### config.mk
export PLATFORM = sky130hd
export DESIGN_NAME = arprm_front_flat
export DESIGN_NICKNAME = d
export VERILOG_FILES = /design/src/hdl/arprm_pkg.sv /design/src/hdl/arprm_if.sv /design/src/hdl/arprm_front.sv /design/src/flat_wrapper.sv
export SDC_FILE = /design/constraint.sdc
export NUM_CORES = 1
export LEC_CHECK = 0
export BUFFER_PORTS_ARGS = -buffer_cell sky130_fd_sc_hd__buf_2
export CORE_AREA = 2 2 104 106
export DETAILED_ROUTE_END_ITERATION = 12
export DIE_AREA = 0 0 106 108
export PLACE_DENSITY = 0.71
export RECOVER_POWER = 25
export SYNTH_ARGS = -nofsm -noshare
export SYNTH_HDL_FRONTEND = slang
export SYNTH_SLANG_ARGS = --single-unit
### constraint.sdc
create_clock -name clk -period 4.9 [get_ports clk]
set_input_delay 0.245 -clock clk [delete_from_list [all_inputs] [get_ports clk]]
set_output_delay 0.245 -clock clk [all_outputs]
set_load 0.01 [all_outputs]
### src/hdl/arprm_pkg.sv
package arprm_pkg;

  localparam int unsigned DefaultEntries = 256;
  localparam logic [15:0] EtherTypeArp = 16'h0806;
  localparam logic [15:0] ArpOpReply = 16'h0002;
  localparam logic [7:0] RepeatMax = 8'd255;
  localparam logic [31:0] MaxAgeReset = 32'd300;
  localparam logic [15:0] MinGapReset = 16'd1;
  localparam logic [7:0] ThresholdReset = 8'd1;

  localparam int unsigned CfgIndexWidth = 2;
  localparam int unsigned CfgDataWidth = 32;
  localparam logic [CfgIndexWidth-1:0] RegMaxAge = 2'd0;
  localparam logic [CfgIndexWidth-1:0] RegMinGap = 2'd1;
  localparam logic [CfgIndexWidth-1:0] RegThreshold = 2'd2;

  typedef enum logic [2:0] {
    StatusNotArp = 3'd0,
    StatusNotReply = 3'd1,
    StatusKnown = 3'd2,
    StatusAdded = 3'd3,
    StatusFull = 3'd4
  } status_t;

  typedef struct packed {
    logic [15:0] eth_type;
    logic [15:0] arp_operation;
    logic [47:0] src_mac;
    logic [31:0] src_ip;
    logic [31:0] now_seconds;
  } in_word_t;

  typedef struct packed {
    logic [2:0] status;
    logic replay_alarm;
    logic [7:0] repeat_count;
    logic ip_changed;
    logic [8:0] occupancy;
  } out_word_t;

  // Classified job passed from the front to the back.
  typedef struct packed {
    logic is_reply;
    logic [2:0] status;
    logic [47:0] mac;
    logic [31:0] ip;
    logic [31:0] now;
  } job_t;

endpackage

### src/hdl/arprm_if.sv
interface arprm_in_if;
  import arprm_pkg::*;
  logic valid;
  logic ready;
  in_word_t data;
  modport source(output valid, output data, input ready);
  modport sink(input valid, input data, output ready);
endinterface


### src/hdl/arprm_front.sv
module arprm_front (
  input logic clk,
  input logic rst,
  arprm_in_if.sink in_ch,
  output arprm_pkg::job_t job,
  output logic job_valid,
  input logic job_ready
);
  import arprm_pkg::*;

  job_t job_next;

  // Single-entry queue between front and back.
  assign in_ch.ready = !job_valid || job_ready;

  always_comb begin
    job_next.mac = in_ch.data.src_mac;
    job_next.ip = in_ch.data.src_ip;
    job_next.now = in_ch.data.now_seconds;
    job_next.is_reply = 1'b0;
    if (in_ch.data.eth_type != EtherTypeArp) begin
      job_next.status = StatusNotArp;
    end else if (in_ch.data.arp_operation != ArpOpReply) begin
      job_next.status = StatusNotReply;
    end else begin
      job_next.status = StatusKnown;
      job_next.is_reply = 1'b1;
    end
  end

  always_ff @(posedge clk) begin
    if (rst) begin
      job_valid <= 1'b0;
    end else if (in_ch.valid && in_ch.ready) begin
      job_valid <= 1'b1;
    end else if (job_ready) begin
      job_valid <= 1'b0;
    end
    if (in_ch.valid && in_ch.ready) begin
      job <= job_next;
    end
  end
endmodule

### src/flat_wrapper.sv
// flat-port wrapper written by rule: the top's interface ports become plain ports
module arprm_front_flat import arprm_pkg::*;
  (clk, rst, job, job_valid, job_ready, in_ch_valid, in_ch_data, in_ch_ready);
  arprm_in_if in_ch_i ();
  input logic clk;
  input logic rst;
  output arprm_pkg::job_t job;
  output logic job_valid;
  input logic job_ready;
  input wire logic [$bits(in_ch_i.valid)-1:0] in_ch_valid;
  input wire logic [$bits(in_ch_i.data)-1:0] in_ch_data;
  output wire logic [$bits(in_ch_i.ready)-1:0] in_ch_ready;
  assign in_ch_i.valid = in_ch_valid;
  assign in_ch_i.data = in_ch_data;
  assign in_ch_ready = in_ch_i.ready;
  arprm_front u_core (.clk(clk), .rst(rst), .in_ch(in_ch_i), .job(job), .job_valid(job_valid), .job_ready(job_ready));
endmodule
==> results.txt, run 1 <==
----------------------------------------------------
[Synthesis]
  Share of synthesized area occupied by flip-flops and latches ... 0.957
  #FFs+latches synth ... 115
  Cells after synthesis ... 134
  Synth Area per Inst ... 26.8 µm²
  Yosys warns ... 0
  Area of the mapped netlist ... 0.00360 mm²
  Count of unique library cells instantiated by Yosys ... 14
  Post-Synthesis Net Count ... 282

[Clock network]
  Clock tree buffer depth ... 2
  Number of sinks on the clock net ... 115
  Cts bufs inserted ... 17
  Setup bufs post-CTS ... 0
  Clock root cell ... clkbuf_8
  H-tree depth ... 4
  Hold buffers post-CTS ... 114
  Count of instances resized after the clock tree is built ... 0

[Floorplan]
  Total number of placement rows ... 37
  Number of top-level pins ... 266
  Starting utilization of the core area ... 0.352
  DIE WIDTH ... 106 µm
  Die span in y ... 108 µm

[Run status]
  Status ... did not finish
  Log Error ... [ERROR RSZ-0060] Max buffer count reached.
  Stage at which the flow ended ... clock tree synthesis

[Placement]
  Cell total after placement ... 533
  I/O Buffers ... 264
  Worst slack at placement ... 2670 ps
  Detailed Place HPWL ... 6.42 mm
  Gpl congestion ... 0.694

----------------------------------------------------
synthesized netlist by cell type:
master,count,area (µm²)
edfxtp_1,114,3420
inv_1,1,3.75
nand4_1,2,12.5
a21oi_1,1,5.00
nor4_2,1,12.5
nor2b_1,1,6.26
nand2b_1,1,6.26
nor2_1,1,3.75
dfxtp_1,1,20.0
nor4b_2,4,60.1
buf_4,2,15.0
and2_1,1,6.26
nor4_1,3,18.8
conb_1,1,3.75
metrics by stage:
stage	hold WS [ps]	area [µm²]
after global placement	419	5080
after detailed placement	418	5080
after floorplan	314	3600
kinds of logic after synthesis:
family / synth area share
AOI/OAI and AO/OA: 0.00139
buffers and inverters: 0.00522
DFF: 0.957
other: 0.00104
and+or+nand+nor: 0.0351
==> run 2, diff against run 1 <==
CORE_AREA = not set   (was 2 2 104 106)
CORE_UTILIZATION = 31   (was not set)
DIE_AREA = not set   (was 0 0 106 108)
PLACE_DENSITY = not set   (was 0.71)
PLACE_DENSITY_LB_ADDON = 0.15   (was not set)
==> run 2 against run 1 <==
  * The flow now finishes without violations
  * Synthesized cell count is the same
  * Area after synthesis stayed put
==> results.txt, run 2 <==
----------------------------------------------------
[Run status]
  Status ... finished, final reports clean (was did not finish)

[Detailed routing]
  Number of nets with antenna violations after routing ... 0
  DRC violation count after routing ... 0
  Avg WL per Cell ... 15.6 µm
  Wire length after detailed routing ... 8.97 mm
  Ratio of routed vias to standard cells ... 4.14
  Detailed-route via count ... 2379
  First-pass iteration count of the detailed router ... 4
  First DRT Iteration DRCs ... 50

[Timing]
  Slew Limit Headroom ... 0.386
  Final critical path time including I/O delays and setup ... 2220 ps
  Final Max Tran Viols ... 0
  Post-route clock period utilization ... 0.453
  Maximum frequency from static timing analysis ... 0.451 GHz
  Tightest hold margin ... 21.0 ps
  Post-route setup TNS ... 0 ps
  Least-Margin Pin Slew ... 920 ps
  Setup violation total in the final timing report ... 0
  Final clock skew ... 9.10 ps
  Unrepaired setup endpoints after global routing ... false
  Final Hold Violating Endpoints ... 0
  Worst setup margin ... 2680 ps

[Setup path]
  Sort of element at the start of the critical path ... flip-flop
  Worst Setup End Kind ... flip-flop
  Required time worst endpoint ... 4930 ps
  Largest fanout on the critical path ... 71
  Critical Path AT ... 2250 ps
  WS Path Type ... reg2reg

[Synthesis]
  Dominant combinational cell family by area after synthesis ... simple AND/OR/NAND/NOR gates (unchanged)
  Fraction of the mapped netlist area in compound gates ... 0.00139 (unchanged)
  #FFs+latches synth ... 115 (unchanged)
  Cells after synthesis ... 134 (unchanged)
  Area of the mapped netlist ... 0.00360 mm² (unchanged)
  Post-Synthesis Net Count ... 282 (unchanged)
  Fraction of synthesis flops using an asynchronous set or reset pin ... 0 (unchanged)
  Post-synth EDFFs ... 114 (unchanged)
  Share of synthesized area spent on multiplexers ... 0 (unchanged)
  Most used standard cell by instance count after synthesis ... edfxtp_1 (unchanged)
  Synth top area cells ... edfxtp_1 95%, nor4b_2 1.7%, dfxtp_1 0.56% (unchanged)
  Largest area contributor in the netlist ... edfxtp_1 (unchanged)
  Share of synthesized area occupied by flip-flops and latches ... 0.957 (unchanged)
  Fraction of the mapped netlist area in simple logic gates ... 0.0351 (unchanged)
  Post-synthesis xor/xnor area fraction ... 0 (unchanged)
  Synth Area per Inst ... 26.8 µm² (unchanged)
  Prevailing post-synth register cell ... edfxtp_1 (unchanged)
  Synth top cells by count ... 114 x edfxtp_1, 4 x nor4b_2, 3 x nor4_1 (unchanged)
  Count of unique library cells instantiated by Yosys ... 14 (unchanged)
  Post-synth top area share ... 0.952 (unchanged)
  Yosys warns ... 0 (unchanged)
  Synthesized-area fraction occupied by adder cells ... 0 (unchanged)

[Placement]
  Gpl congestion ... 0.730 (was 0.694)
  I/O Buffers ... 264 (unchanged)
  Detailed Place HPWL ... 6.74 mm (was 6.42 mm)
  Worst slack at placement ... 2620 ps (was 2670 ps)

[Job]
  Max-cap violations ... 0

[Power and ir drop]
  Areal power density over the cells ... 442 mW/mm²
  Leakage power of the design ... 2.48 nW
  Overall power after layout ... 2.53 mW
  Highest ir drop seen on vdd ... 0.199 mV

[Clock network]
  Clock transition time at the flip-flop clock pins of the worst setup and hold paths ... 60 ps
  Clock tree buffer depth ... 2 (unchanged)
  H-tree depth ... 4 (unchanged)
  Number of sinks on the clock net ... 115 (unchanged)
  Cts bufs inserted ... 17 (unchanged)
  Clock root cell ... clkbuf_16 (was clkbuf_8)
  Clock tree from TritonCTS ... built
  Count of instances resized after the clock tree is built ... 0 (unchanged)
  Insertion delay of the later-clocked pin in the worst-skew pair ... 400 ps

[Layout]
  Final antenna diode count ... 0
  Synth-to-layout area growth ... 59.4%
  Proportion of layout cells with a drive suffix above 1 ... 0.694
  Most flops, register ... u_core.job
  Leading cell type in the layout, fill and taps excluded ... buf_2
  Max FFs per register ... 114
  Biggest registers after layout ... u_core.job (114), u_core.job_valid (1)
  Most frequent cells in the layout ... 264 x buf_2, 114 x edfxtp_1, 17 x clkbuf_16
  Total number of nets in the final design ... 570

[Global routing]
  GRT Overall Usage ... 0.143
  Maximum number of pins on one net before global-route repair ... 72
  Grt ovf ... 0
  Initial antenna violation count ... 0
  Vias in the first global route ... 2346
  Wire length of the first global-routing pass ... 12.0 mm

[Floorplan]
  Full die area ... 0.0120 mm²
  DIE WIDTH ... 110 µm (was 106 µm)
  Die span in y ... 110 µm (was 108 µm)
  Total number of placement rows ... 38 (was 37)
  Number of top-level pins ... 266 (unchanged)
  Core region area ... 0.0111 mm²
  Starting utilization of the core area ... 0.325 (was 0.352)

[Min path]
  Hold Crit Class ... in2reg

----------------------------------------------------
==> run 2: cell counts after synthesis <==
Identical to the previous run, type by type.
==> run 2: area by class of cell <==
class,count,area [µm²]
clock buffer,18,429
timing repair buffer,271,1390
tap,140,175
clock inverter,14,155
sequential,115,3440
fill,981,5350
inverter,1,3.75
multi-input combinational,16,138
==> run 2: what timing repair did <==
action	4_1_cts	5_1_grt
endpoints found under the hold margin	1	5
setup buffers	0	0
hold buffers	1	5
==> run 2: worst max-delay path: stages (launching register included) <==
cell and delay [ps]:
dfxtp_1 300, nand2b_1 110, and2_4 750, buf_4 610
==> run 2: path summary, 6_finish.rpt <==
path	slack (ps)	from	to	cells past startpoint
max	2680	u_core.job_valid	u_core.job[95]	3
min	20	in_ch_data[78]	u_core.job[78]	1
max reg2reg	2680	u_core.job_valid	u_core.job[95]	3
min reg2reg	540	u_core.job_valid	u_core.job_valid	2
==> run 2: stage by stage <==
step | cells | cell area (µm²) | utilization
detailed placement | 537 | 5090 | 0.459
global route | 575 | 5730 | 0.518
global placement | 537 | 5090 | 0.459
floorplan | 134 | 3600 | -
finish | 575 | 5730 | 0.518
CTS | 570 | 5680 | 0.513
==> run 2: power breakdown <==
| part | leakage, nW | switching, mW | total, mW | internal, mW |
|---|---|---|---|---|
| registers | 1.11 | 0.0131 | 1.16 | 1.15 |
| clock network | 0.270 | 0.440 | 1.19 | 0.754 |
| logic | 1.10 | 0.0944 | 0.177 | 0.0825 |
==> run 2: metal layers <==
metal | vias to the layer above | global-route usage | routed length [µm]
li1 | 1125 | - | -
met1 | 1093 | 0.140 | 3090
met2 | 159 | 0.265 | 4880
met3 | 2 | 0.0628 | 953
met4 | 0 | 0.0514 | 54
met5 | - | 0 | 0
==> run 2: kinds of logic after synthesis <==
family,count (synthesis)
DFF,115
and+or+nand+nor,14
buffers and inverters,3
AOI/OAI and AO/OA,1
other,1
(Power assumes the default switching activity.)
